--- config.mk ---
export PLATFORM = sky130hd
export DESIGN_NAME = inverter_drive_sequencer_core_flat
export DESIGN_NICKNAME = d
export VERILOG_FILES = /design/src/design/ids_pkg.sv /design/src/design/ids_if.sv /design/src/design/inverter_drive_sequencer_core.sv /design/src/flat_wrapper.sv
export SDC_FILE = /design/constraint.sdc
export NUM_CORES = 1
export LEC_CHECK = 0
export BUFFER_PORTS_ARGS = -buffer_cell sky130_fd_sc_hd__buf_2
export CORE_ASPECT_RATIO = 0.9
export CORE_UTILIZATION = 25
export CTS_BUF_LIST = sky130_fd_sc_hd__clkbuf_8
export DETAILED_ROUTE_END_ITERATION = 7
export GPL_TIMING_DRIVEN = 0
export PLACE_DENSITY = 0.39
export SLEW_MARGIN = 15
export SYNTH_ARGS = -nofsm -noshare
export SYNTH_HDL_FRONTEND = slang
export SYNTH_SLANG_ARGS = --single-unit
--- constraint.sdc ---
create_clock -name clk -period 6.18 [get_ports clk]
set_input_delay 0.618 -clock clk [delete_from_list [all_inputs] [get_ports clk]]
set_output_delay 0.618 -clock clk [all_outputs]
set_load 0.1 [all_outputs]
--- src/design/ids_pkg.sv ---
package ids_pkg;

    // Register indexes of the configuration port
    localparam logic [7:0] CFG_RETRY_LIMIT     = 8'd0;
    localparam logic [7:0] CFG_PRECHARGE_TICKS = 8'd1;
    localparam logic [7:0] CFG_MIN_BUS_VOLTAGE = 8'd2;

    // Reset values of the configuration registers
    localparam logic [7:0]  RETRY_LIMIT_RESET     = 8'd100;
    localparam logic [7:0]  PRECHARGE_TICKS_RESET = 8'd150;
    localparam logic [15:0] MIN_BUS_VOLTAGE_RESET = 16'd50;

    // Error register reply that stands for "no reply yet"
    localparam logic [15:0] REPLY_NONE = 16'hDEAD;

    // Sticky error bit positions
    localparam int ERR_BATTERY_LINK = 0;
    localparam int ERR_VDC_LOW      = 1;
    localparam int ERR_INV_COM      = 2;
    localparam int ERR_INV_INTERNAL = 3;
    localparam int ERR_CONTACTOR    = 4;
    localparam int ERR_FRG          = 5;

    // LED patterns per main state
    localparam logic [3:0] LED_NONE    = 4'd0;
    localparam logic [3:0] LED_STARTUP = 4'd1;
    localparam logic [3:0] LED_CHARGED = 4'd2;
    localparam logic [3:0] LED_ENABLE  = 4'd3;
    localparam logic [3:0] LED_READY   = 4'd4;
    localparam logic [3:0] LED_ERROR   = 4'd5;

    typedef struct packed {
        logic [15:0]        bus_voltage;
        logic               reply_valid;
        logic [15:0]        reply_value;
        logic               inverter_faulted;
        logic               contactor_open_seen;
        logic               inverter_ready_pin;
        logic               drive_switch;
        logic signed [15:0] torque_request;
        logic signed [15:0] regen_torque;
        logic               reboot_request;
    } ids_in_t;

    typedef struct packed {
        logic [2:0]         main_mode;
        logic [3:0]         led_pattern;
        logic [5:0]         error_bits;
        logic signed [15:0] torque_command;
        logic               torque_valid;
        logic               read_error_req;
        logic               clear_error_pulse;
        logic               inverter_off;
        logic               contactor_close;
        logic               drive_enable_cmd;
    } ids_out_t;

endpackage

--- src/design/ids_if.sv ---
interface ids_in_if;
    import ids_pkg::*;

    logic    valid;
    logic    ready;
    ids_in_t data;

    modport source (output valid, output data, input ready);
    modport sink   (input valid, input data, output ready);
endinterface

interface ids_out_if;
    import ids_pkg::*;

    logic     valid;
    logic     ready;
    ids_out_t data;

    modport source (output valid, output data, input ready);
    modport sink   (input valid, input data, output ready);
endinterface

interface ids_cfg_if;
    logic        valid;
    logic        ready;
    logic [7:0]  index;
    logic [15:0] data;

    modport source (output valid, output index, output data, input ready);
    modport sink   (input valid, input index, input data, output ready);
endinterface

--- src/design/inverter_drive_sequencer_core.sv ---
// Inverter drive sequencer: each input word is one control tick and yields exactly one
// result word, computed combinationally from the tick and the sequencer state and held
// in an output register. A tick is taken every cycle as long as the output register is
// empty or its word is taken in the same cycle. Configuration (retry limit, precharge
// ticks, minimum bus voltage) is written through the cfg channel, which is always ready;
// writes to unknown indexes are ignored.
module inverter_drive_sequencer_core (
    input  logic      clk,
    input  logic      rst_n,
    ids_in_if.sink    tick,
    ids_out_if.source result,
    ids_cfg_if.sink   cfg
);
    import ids_pkg::*;

    typedef enum logic [2:0] {
        M_STARTUP = 3'd0,
        M_CHARGED = 3'd1,
        M_ENABLE  = 3'd2,
        M_READY   = 3'd3,
        M_ERROR   = 3'd4
    } mode_t;

    typedef enum logic [1:0] {
        SP_CHECK_VOLTAGE = 2'd0,
        SP_PRECHARGE     = 2'd1,
        SP_READ_ERROR    = 2'd2,
        SP_CHECK_FAULT   = 2'd3
    } startup_phase_t;

    typedef enum logic [1:0] {
        EP_TURN_ON     = 2'd0,
        EP_READ_ERROR  = 2'd1,
        EP_CHECK_FAULT = 2'd2
    } enable_phase_t;

    // Configuration registers
    logic [7:0]  retry_limit_reg;
    logic [7:0]  precharge_ticks_reg;
    logic [15:0] min_bus_voltage_reg;

    // Sequencer state
    mode_t          main_mode_reg,     main_mode_next;
    startup_phase_t startup_phase_reg, startup_phase_next;
    logic [8:0]     startup_tries_reg, startup_tries_next;
    logic [7:0]     precharge_count_reg, precharge_count_next;
    enable_phase_t  enable_phase_reg,  enable_phase_next;
    logic [7:0]     enable_tries_reg,  enable_tries_next;
    logic [5:0]     fault_bits_reg,    fault_bits_next;
    logic [15:0]    reply_word_reg,    reply_word_next;

    // Output register
    logic     out_valid_reg;
    ids_out_t out_data_reg;
    ids_out_t out_next;

    logic tick_fire;
    logic vdc_low;

    assign tick.ready   = !out_valid_reg || result.ready;
    assign tick_fire    = tick.valid && tick.ready;
    assign cfg.ready    = 1'b1;
    assign result.valid = out_valid_reg;
    assign result.data  = out_data_reg;

    assign vdc_low = tick.data.bus_voltage < min_bus_voltage_reg;

    // Compute next state and the result word for the current tick
    always_comb
    begin
        main_mode_next       = main_mode_reg;
        startup_phase_next   = startup_phase_reg;
        startup_tries_next   = startup_tries_reg;
        precharge_count_next = precharge_count_reg;
        enable_phase_next    = enable_phase_reg;
        enable_tries_next    = enable_tries_reg;
        fault_bits_next      = fault_bits_reg;
        reply_word_next      = tick.data.reply_valid ? tick.data.reply_value : reply_word_reg;

        out_next = '0;

        unique case (main_mode_reg)
            M_STARTUP:
            begin
                out_next.led_pattern = LED_STARTUP;
                unique case (startup_phase_reg)
                    SP_CHECK_VOLTAGE:
                    begin
                        if (tick.data.bus_voltage != 16'd0)
                        begin
                            startup_phase_next = SP_PRECHARGE;
                            startup_tries_next = '0;
                        end
                        else
                        begin
                            startup_tries_next = startup_tries_reg + 9'd1;
                        end
                    end
                    SP_PRECHARGE:
                    begin
                        if (precharge_count_reg < precharge_ticks_reg)
                        begin
                            precharge_count_next = precharge_count_reg + 8'd1;
                        end
                        else
                        begin
                            precharge_count_next       = '0;
                            out_next.clear_error_pulse = 1'b1;
                            out_next.read_error_req    = 1'b1;
                            reply_word_next            = REPLY_NONE;
                            startup_phase_next         = SP_READ_ERROR;
                        end
                    end
                    SP_READ_ERROR:
                    begin
                        if (reply_word_next != REPLY_NONE)
                        begin
                            startup_phase_next = SP_CHECK_FAULT;
                            startup_tries_next = '0;
                        end
                        else
                        begin
                            out_next.read_error_req = 1'b1;
                            startup_tries_next      = startup_tries_reg + 9'd1;
                        end
                    end
                    SP_CHECK_FAULT:
                    begin
                        if (!tick.data.inverter_faulted)
                        begin
                            startup_tries_next       = '0;
                            startup_phase_next       = SP_CHECK_VOLTAGE;
                            out_next.contactor_close = 1'b1;
                            main_mode_next           = M_CHARGED;
                        end
                        else
                        begin
                            startup_tries_next = startup_tries_reg + 9'd1;
                        end
                    end
                    default:
                    begin
                    end
                endcase
                // Time out: flag the error of the phase that stalled
                if (startup_tries_next > {1'b0, retry_limit_reg})
                begin
                    fault_bits_next[{1'b0, startup_phase_next}] = 1'b1;
                    startup_tries_next = '0;
                    startup_phase_next = SP_CHECK_VOLTAGE;
                    main_mode_next     = M_ERROR;
                end
            end
            M_CHARGED:
            begin
                out_next.led_pattern = LED_CHARGED;
                priority if (vdc_low)
                begin
                    out_next.inverter_off = 1'b1;
                    main_mode_next        = M_STARTUP;
                end
                else if (tick.data.contactor_open_seen)
                begin
                    fault_bits_next[ERR_CONTACTOR] = 1'b1;
                    main_mode_next                 = M_ERROR;
                end
                else if (tick.data.drive_switch)
                begin
                    main_mode_next = M_ENABLE;
                end
            end
            M_ENABLE:
            begin
                out_next.led_pattern = LED_ENABLE;
                priority if (vdc_low)
                begin
                    out_next.inverter_off = 1'b1;
                    main_mode_next        = M_STARTUP;
                end
                else if (!tick.data.drive_switch)
                begin
                    out_next.inverter_off    = 1'b1;
                    out_next.contactor_close = 1'b1;
                    main_mode_next           = M_CHARGED;
                end
                else
                begin
                    unique case (enable_phase_reg)
                        EP_TURN_ON:
                        begin
                            out_next.drive_enable_cmd = 1'b1;
                            if (tick.data.inverter_ready_pin)
                            begin
                                enable_phase_next          = EP_READ_ERROR;
                                enable_tries_next          = 8'd1;
                                out_next.clear_error_pulse = 1'b1;
                                out_next.read_error_req    = 1'b1;
                                reply_word_next            = REPLY_NONE;
                            end
                            else
                            begin
                                enable_tries_next = enable_tries_reg + 8'd1;
                            end
                        end
                        EP_READ_ERROR:
                        begin
                            if (reply_word_next != REPLY_NONE)
                            begin
                                enable_phase_next = EP_CHECK_FAULT;
                                enable_tries_next = '0;
                            end
                            else
                            begin
                                out_next.read_error_req = 1'b1;
                                enable_tries_next       = enable_tries_reg + 8'd1;
                            end
                        end
                        default:
                        begin
                            if (!tick.data.inverter_faulted)
                            begin
                                enable_phase_next = EP_TURN_ON;
                                main_mode_next    = M_READY;
                            end
                            else
                            begin
                                fault_bits_next[ERR_INV_INTERNAL] = 1'b1;
                                main_mode_next                    = M_ERROR;
                            end
                        end
                    endcase
                    // Time out: flag the error of the phase that stalled
                    if (enable_tries_next == retry_limit_reg)
                    begin
                        if (enable_phase_next == EP_TURN_ON)
                        begin
                            fault_bits_next[ERR_FRG] = 1'b1;
                        end
                        else if (enable_phase_next == EP_READ_ERROR)
                        begin
                            fault_bits_next[ERR_INV_COM] = 1'b1;
                        end
                        enable_tries_next = '0;
                        enable_phase_next = EP_TURN_ON;
                        main_mode_next    = M_ERROR;
                    end
                end
            end
            M_READY:
            begin
                out_next.led_pattern = LED_READY;
                priority if (vdc_low)
                begin
                    out_next.inverter_off = 1'b1;
                    main_mode_next        = M_STARTUP;
                end
                else if (!tick.data.drive_switch)
                begin
                    out_next.inverter_off    = 1'b1;
                    out_next.contactor_close = 1'b1;
                    main_mode_next           = M_CHARGED;
                end
                else
                begin
                    // Negative regen torque overrides the pedal request
                    out_next.torque_command = tick.data.regen_torque[15] ?
                                              tick.data.regen_torque :
                                              tick.data.torque_request;
                    out_next.torque_valid   = 1'b1;
                end
            end
            M_ERROR:
            begin
                out_next.led_pattern  = LED_ERROR;
                out_next.inverter_off = 1'b1;
                out_next.torque_valid = 1'b1;
                if (tick.data.reboot_request)
                begin
                    fault_bits_next = '0;
                    reply_word_next = '0;
                    main_mode_next  = M_STARTUP;
                end
            end
            default:
            begin
                out_next.led_pattern = LED_NONE;
                main_mode_next       = M_ERROR;
            end
        endcase

        out_next.main_mode  = main_mode_next;
        out_next.error_bits = fault_bits_next;
    end

    // Hold configuration; take writes to known indexes
    always_ff @(posedge clk or negedge rst_n)
    begin
        if (!rst_n)
        begin
            retry_limit_reg     <= RETRY_LIMIT_RESET;
            precharge_ticks_reg <= PRECHARGE_TICKS_RESET;
            min_bus_voltage_reg <= MIN_BUS_VOLTAGE_RESET;
        end
        else if (cfg.valid && cfg.ready)
        begin
            unique case (cfg.index)
                CFG_RETRY_LIMIT:     retry_limit_reg     <= cfg.data[7:0];
                CFG_PRECHARGE_TICKS: precharge_ticks_reg <= cfg.data[7:0];
                CFG_MIN_BUS_VOLTAGE: min_bus_voltage_reg <= cfg.data;
                default:
                begin
                end
            endcase
        end
    end

    // Advance sequencer state on each accepted tick
    always_ff @(posedge clk or negedge rst_n)
    begin
        if (!rst_n)
        begin
            main_mode_reg       <= M_STARTUP;
            startup_phase_reg   <= SP_CHECK_VOLTAGE;
            startup_tries_reg   <= '0;
            precharge_count_reg <= '0;
            enable_phase_reg    <= EP_TURN_ON;
            enable_tries_reg    <= '0;
            fault_bits_reg      <= '0;
            reply_word_reg      <= '0;
        end
        else if (tick_fire)
        begin
            main_mode_reg       <= main_mode_next;
            startup_phase_reg   <= startup_phase_next;
            startup_tries_reg   <= startup_tries_next;
            precharge_count_reg <= precharge_count_next;
            enable_phase_reg    <= enable_phase_next;
            enable_tries_reg    <= enable_tries_next;
            fault_bits_reg      <= fault_bits_next;
            reply_word_reg      <= reply_word_next;
        end
    end

    // Hold the result word until it is taken
    always_ff @(posedge clk or negedge rst_n)
    begin
        if (!rst_n)
        begin
            out_valid_reg <= 1'b0;
        end
        else if (tick_fire)
        begin
            out_valid_reg <= 1'b1;
        end
        else if (result.ready)
        begin
            out_valid_reg <= 1'b0;
        end
    end

    always_ff @(posedge clk)
    begin
        if (tick_fire)
        begin
            out_data_reg <= out_next;
        end
    end

endmodule
--- src/flat_wrapper.sv ---
// flat-port wrapper written by rule: the top's interface ports become plain ports
module inverter_drive_sequencer_core_flat import ids_pkg::*;
  (clk, rst_n, tick_valid, tick_data, tick_ready, result_valid, result_data, result_ready, cfg_valid, cfg_index, cfg_data, cfg_ready);
  ids_in_if tick_i ();
  ids_out_if result_i ();
  ids_cfg_if cfg_i ();
  input  logic clk;
  input  logic rst_n;
  input wire logic [$bits(tick_i.valid)-1:0] tick_valid;
  input wire logic [$bits(tick_i.data)-1:0] tick_data;
  output wire logic [$bits(tick_i.ready)-1:0] tick_ready;
  output wire logic [$bits(result_i.valid)-1:0] result_valid;
  output wire logic [$bits(result_i.data)-1:0] result_data;
  input wire logic [$bits(result_i.ready)-1:0] result_ready;
  input wire logic [$bits(cfg_i.valid)-1:0] cfg_valid;
  input wire logic [$bits(cfg_i.index)-1:0] cfg_index;
  input wire logic [$bits(cfg_i.data)-1:0] cfg_data;
  output wire logic [$bits(cfg_i.ready)-1:0] cfg_ready;
  assign tick_i.valid = tick_valid;
  assign tick_i.data = tick_data;
  assign tick_ready = tick_i.ready;
  assign result_valid = result_i.valid;
  assign result_data = result_i.data;
  assign result_i.ready = result_ready;
  assign cfg_i.valid = cfg_valid;
  assign cfg_i.index = cfg_index;
  assign cfg_i.data = cfg_data;
  assign cfg_ready = cfg_i.ready;
  inverter_drive_sequencer_core u_core (.clk(clk), .rst_n(rst_n), .tick(tick_i), .result(result_i), .cfg(cfg_i));
endmodule
==> metrics.txt, run 1 <==
via density per instance 4.773; Layout area overhead 22.14%; worst hold path class input pin to asynchronous set/reset pin; Clk Latency, worst-skew pair 0.44 ns; Die X 180.1 um; most frequent cells in the layout buf_2, nand2_1, dfrtp_1; crit path max fanout 10; setup_tns 0 ns; Die ar. 29,230 um^2; Async SR Flop Fraction 71.90%; I/O Buffers 132; global-route usage over all layers 14.73%; Leakage 3.897 nW; layout cells sized above 1 25.57%; PostCTS Resize Cnt 0; Critical Path Start Type register; max_slew headroom 35.52%; max FFs per register 34; Worst EP required 6.34 ns; Die Y 162.3 um; CTS Buf Count 17; core area 28,010 um^2; post-synthesis sequential area ratio 44.98%; mapped cell area 7138 um^2; Mapped Cells 718; antenna violations before repair 0; fin crit period 5.196 ns; syn_nets 855; outcome finished, final reports clean; DR WL/cell 16.83 um; Worst Max-Slew Pin Slew 0.9546 ns; DRT Wirelength 20,940 um; vias in the first global route 5,748; DRC Markers 0; CP max stage delay 0.72 ns; detailed router's first-iteration violation count 331; # rows 58; Final Power 2.605 mW; largest net degree at the start of global routing 45; Setup crit end kind register; DRT Pass-1 Iters 5; syn avg cell area 9.942 um^2; worst path arrival time 5.35 ns; Final ANT Viol Nets 0; Yosys reg bits 121; CTS tree done; routability cong. 0.8111; final instance area 8718 um^2; Synth Warn # 0; Cell Area, Placed 8309 um^2; io pins 137; vias post-DR 5,937; CTS Sinks 121; Final Hold Viols 0; cell family with most CP delay compound AO/OA/AOI/OAI gates; first-pass GRT wire length 33,290 um; CP max-delay cell nor4_2; fin crit share 84.08%; RSZ-0062 raised after global routing no; most common cell after layout, fill and taps aside buf_2; Clock Skews 0.01633 ns; worst path bufs/invs 2; Critical Path Most Common Cell o21a_1; Post-CTS Hold Buffers 0; fin. max-slew vios 0; Crit Path Class register to register; maxcap violations 0; dpl hpwl 15,940 um; Final Setup Violations 0; antenna cell count 0; cells along the critical path inv_1, ha_1, nor4b_1, nand4_1, nor4_2, a211o_1, nand2_1, o21ai_0, ha_1, nor2b_1, o21a_1, o21a_1, o21a_1, o21ai_0, nand2_1, clkbuf_1, a21oi_1, o211ai_1; Power Dens Cells 298.7 nW/um^2; post-synthesis cell type count 87; Top FF cell, synth dfrtp_1; Max IR drop VDD 120.8 uV; clock tree buffer depth 2; CTS H-tree lvls 4; Nets 1,008; Post-CTS Setup Bufs 0; Initial Utilization 25.48%; Root Buffer clkbuf_8; Worst-path clk slew 0.08 ns; fmax 192.4 MHz; gr ovfl total 0; number of synthesized flops with an enable pin 34
[metrics by stage]
step                setup slack (ns)  util (%)  instances  hold WS, ns
floorplan                      2.297         -        718       0.3224
global placement              0.9500     29.45       1210       0.4653
detailed placement            0.9484     29.66       1212       0.4693
CTS                           0.9293     31.12       1244      0.08950
global route                  0.5745     31.12       1244      0.09522
finish                        0.9838     31.12       1244      0.09605
[routing by layer]
metal | part of all wire [%] | vias up | global-route usage (%)
li1 | - | 2940 | -
met3 | 3.6 | 9 | 2.915
met1 | 51 | 2853 | 21.17
met5 | 0 | - | 0
met2 | 44 | 135 | 22.67
met4 | 0.97 | 0 | 3.419
[cells by family (layout without fill, tap and decap cells)]
| family | after synthesis | in the layout | share of synthesized area, % |
|---|---|---|---|
| buffers and inverters | 71 | 237 | 4.014 |
| flip-flops | 121 | 121 | 44.98 |
| adder cells (fa/ha/maj) | 38 | 38 | 6.661 |
| other | 2 | 2 | 0.1052 |
| XOR/XNOR | 14 | 14 | 1.911 |
| AO/OA/AOI/OAI | 171 | 171 | 17.42 |
| multiplexers | 47 | 47 | 7.046 |
| AND/OR/NAND/NOR | 254 | 254 | 17.86 |
[where the power goes]
group          switching [mW]  internal (mW)  total, mW
clock                   0.365          0.400      0.765
combinational           0.565          0.270      0.835
sequential             0.0690          0.935       1.00
[final timing paths]
| path | from | end | slack (ns) | depth (start not counted) |
|---|---|---|---|---|
| min in group clk | tick_valid | u_core.result.valid$_DFFE_PN0P_ | 0.40 | 2 |
| setup reg to reg | u_core.startup_phase_reg[0]$_DFFE_PN0P_ | u_core.result.data[34]$_DFFE_PP_ | 0.98 | 18 |
| hold reg to reg | u_core.reply_word_reg[2]$_DFFE_PN0P_ | u_core.reply_word_reg[2]$_DFFE_PN0P_ | 0.49 | 2 |
| setup / recovery | u_core.startup_phase_reg[0]$_DFFE_PN0P_ | u_core.result.data[34]$_DFFE_PP_ | 0.98 | 18 |
| max in group asynchronous | rst_n | u_core.retry_limit_reg[2]$_DFFE_PN1P_ | 5.44 | 2 |
| hold / removal | rst_n | u_core.min_bus_voltage_reg[13]$_DFFE_PN0P_ | 0.1 | 1 |
[cell type report]
cell class              count  area [um^2]
inverters                  46        172.7
multi-input cells         526         3646
fillers                  2935        19290
repair buffers            134        714.4
clock inverters            15        175.2
well taps                 360        450.4
flip-flops and latches    121         3211
clock buffers              17        234.0
plain buffers              25        115.1
[cells in the mapped netlist, types with 4 or more instances]
cell type | n | share of area [%]
nand2_1 | 79 | 4.2
dfrtp_1 | 77 | 27
nor2_1 | 63 | 3.3
inv_1 | 45 | 2.4
o21ai_0 | 41 | 2.9
ha_1 | 38 | 6.7
edfxtp_1 | 34 | 14
a21oi_1 | 26 | 1.8
mux2_2 | 26 | 4.1
mux2i_1 | 21 | 2.9
clkbuf_1 | 19 | 1.0
nor3_1 | 19 | 1.3
nand3_1 | 18 | 1.3
a21o_1 | 15 | 1.6
a32oi_1 | 13 | 1.6
dfstp_2 | 10 | 3.7
a22o_1 | 9 | 1.1
nor2b_1 | 9 | 0.79
nand4_1 | 8 | 0.70
xor2_1 | 8 | 0.98
a31oi_1 | 7 | 0.61
nand2b_1 | 7 | 0.61
a211oi_1 | 6 | 0.63
or3_1 | 6 | 0.53
and3_1 | 5 | 0.44
nand4b_1 | 5 | 0.61
xnor2_1 | 5 | 0.61
and2_1 | 4 | 0.35
nand3b_1 | 4 | 0.42
o21a_1 | 4 | 0.42
o21ai_1 | 4 | 0.28
Note: power is estimated with default switching activity, not from simulation.
==> inputs of run 2 (changes only) <==
Clock period 6.18 ns to 5.3 ns, I/O delays scaled along.
==> run 2 against run 1 <==
Power up 17%. Global-route usage unchanged. Routed wire length down 0.18%. Die area unchanged. Cell area up 0.27%. Critical path depth up 1.
==> metrics.txt, run 2 (synthesized netlist as in run 1, its figures left out) <==
outcome finished, final reports clean; worst hold path class input pin to asynchronous set/reset pin; Root Buffer clkbuf_8; Die ar. 29,230 um^2 (unchanged); Setup crit end kind register; Critical Path Start Type register; DRT Wirelength 20,900 um (-0.18%); met2 GRT Util 22.67% (unchanged); core area 28,010 um^2 (unchanged); fin crit share 91.12% (+7.0 points); max FFs per register 34 (unchanged); most common cell after layout, fill and taps aside buf_2; vias in the first global route 5,748 (unchanged); vias post-DR 5,907 (-0.51%); fin crit period 4.829 ns (-0.3670 ns); most frequent cells in the layout buf_2, nand2_1, dfrtp_1; CTS H-tree lvls 4 (unchanged); Crit Path Class register to register; crit path to u_core.result.data[34]$_DFFE_PP_; DP Cell Count 1,212 (unchanged); worst reg2reg endpoint u_core.result.data[34]$_DFFE_PP_; Power Dens Cells 347.5 nW/um^2 (+16%); busiest grt layer met2; I/O Buffers 132 (unchanged); CTS Sinks 121 (unchanged); global-route usage over all layers 14.73% (unchanged); Layout area overhead 22.47%; fmax 207.1 MHz (+7.6%); Final ANT Viol Nets 0 (unchanged); Clk Latency, worst-skew pair 0.45 ns (about the same); worst path arrival time 4.99 ns (-0.36 ns); layout cells sized above 1 25.73% (+0.17 points); crit path from u_core.startup_phase_reg[0]$_DFFE_PN0P_; maxcap violations 0 (unchanged); via density per instance 4.741 (-0.67%); clock tree buffer depth 2 (unchanged); Die Y 162.3 um (unchanged); Final Setup Violations 0 (unchanged); DRT Pass-1 Iters 4 (-1); dpl hpwl 15,940 um (unchanged); first-pass GRT wire length 33,290 um (unchanged); Final Hold Viols 0 (unchanged); flop2flop setup slack 0.47 ns (-0.51 ns); GR Util met1 21.17% (unchanged); io pins 137 (unchanged); DR WL/cell 16.78 um (-0.34%); Leakage 3.910 nW (+0.33%); setup_tns 0 ns (unchanged); Worst EP required 5.46 ns (-0.88 ns); Initial Utilization 25.48% (unchanged); CTS tree done; Clock Skews 0.01640 ns (+0.00006700 ns); largest net degree at the start of global routing 45 (unchanged); Reg2Reg Launch Point u_core.startup_phase_reg[0]$_DFFE_PN0P_; fin. max-slew vios 0 (unchanged); GRT met3 Usage 2.915% (unchanged); # rows 58 (unchanged); gr ovfl total 0 (unchanged); Max IR drop VDD 141.6 uV (+17%); CTS Buf Count 17 (unchanged); Post-CTS Hold Buffers 0 (unchanged); antenna violations before repair 0 (unchanged); max_slew headroom 34.98% (-0.54 points); Worst Reg-to-Reg Cells 19 (+1); Worst-path clk slew 0.09 ns (about the same); DRC Markers 0 (unchanged); detailed router's first-iteration violation count 332 (+0.30%); RSZ-0062 raised after global routing no; crit path max fanout 10 (unchanged); Die X 180.1 um (unchanged); Worst Max-Slew Pin Slew 0.9626 ns (+0.007982 ns); Layout Cells excl Fill 1,246 (+0.16%); antenna cell count 0 (unchanged); routability cong. 0.8111 (unchanged); Nets 1,010 (+0.20%)
## run 2: cell types whose count changed in the layout (fill, tap and decap cells not counted), sizes merged
cell,previous run,this run
buf,140,142
## run 2: critical path, stage by stage (launching register included)
cell,delay (ns)
dfrtp_1,0.46
inv_1,0.15
ha_1,0.30
nor4b_1,0.26
nand4_1,0.22
nor4_4,0.24
buf_4,0.18
a211o_1,0.17
nand2_1,0.06
o21ai_0,0.34
ha_1,0.32
nor2b_1,0.13
o21a_1,0.16
o21a_1,0.16
o21a_1,0.16
o21ai_0,0.45
nand2_1,0.12
clkbuf_1,0.33
a21oi_1,0.24
o211ai_1,0.09
## run 2: power by group
part / internal (mW) / switching, mW / leakage [nW]
clock network: 0.466 / 0.426 / 0.200
logic: 0.315 / 0.660 / 2.29
registers: 1.09 / 0.0799 / 1.42
total: 1.87 / 1.17 / 3.91
## run 2: layout make-up
type / count / area [um^2]
flip-flops and latches: 121 / 3211
plain buffers: 25 / 115.1
well taps: 360 / 450.4
inverters: 46 / 172.7
repair buffers: 136 / 729.5
multi-input cells: 526 / 3655
clock inverters: 15 / 175.2
clock buffers: 17 / 234.0
fillers: 2935 / 19270
## run 2: worst min path at each step
stage	slack [ns]	from	endpoint	depth (start not counted)
final	0.003	rst_n	u_core.min_bus_voltage_reg[13]$_DFFE_PN0P_	1
after floorplan	0.23	rst_n	u_core.enable_phase_reg[0]$_DFFE_PN0P_	0
after global placement	0.47	u_core.reply_word_reg[0]$_DFFE_PN0P_	u_core.reply_word_reg[0]$_DFFE_PN0P_	2
after CTS	0.001	rst_n	u_core.min_bus_voltage_reg[13]$_DFFE_PN0P_	1
after global routing	0.007	rst_n	u_core.min_bus_voltage_reg[13]$_DFFE_PN0P_	1
after detailed placement	0.47	u_core.reply_word_reg[2]$_DFFE_PN0P_	u_core.reply_word_reg[2]$_DFFE_PN0P_	2
## run 2: stage by stage
stage / hold slack [ns] / power [mW] / util, % / area [um^2] / setup slack (ns)
finish: 0.003225 / 3.038 / 31.21 / 8742 / 0.4708
global placement: 0.4653 / 2.166 / 29.45 / 8249 / 0.06999
floorplan: 0.2344 / 1.880 / - / 7138 / 1.469
global route: 0.007220 / 3.222 / 31.21 / 8742 / 0.06732
CTS: 0.001499 / 3.073 / 31.12 / 8718 / 0.04931
detailed placement: 0.4693 / 2.166 / 29.66 / 8309 / 0.06840
## run 2: what timing repair did
action,in CTS,in global routing
buffers inserted,0,2
resized for setup,0,1
setup endpoints to repair,0,15
## run 2: metal layers
| metal | share of wire (%) | vias up |
|---|---|---|
| met5 | 0 | - |
| met4 | 0.98 | 0 |
| met3 | 4.2 | 9 |
| met2 | 44 | 147 |
| met1 | 51 | 2808 |
| li1 | - | 2943 |
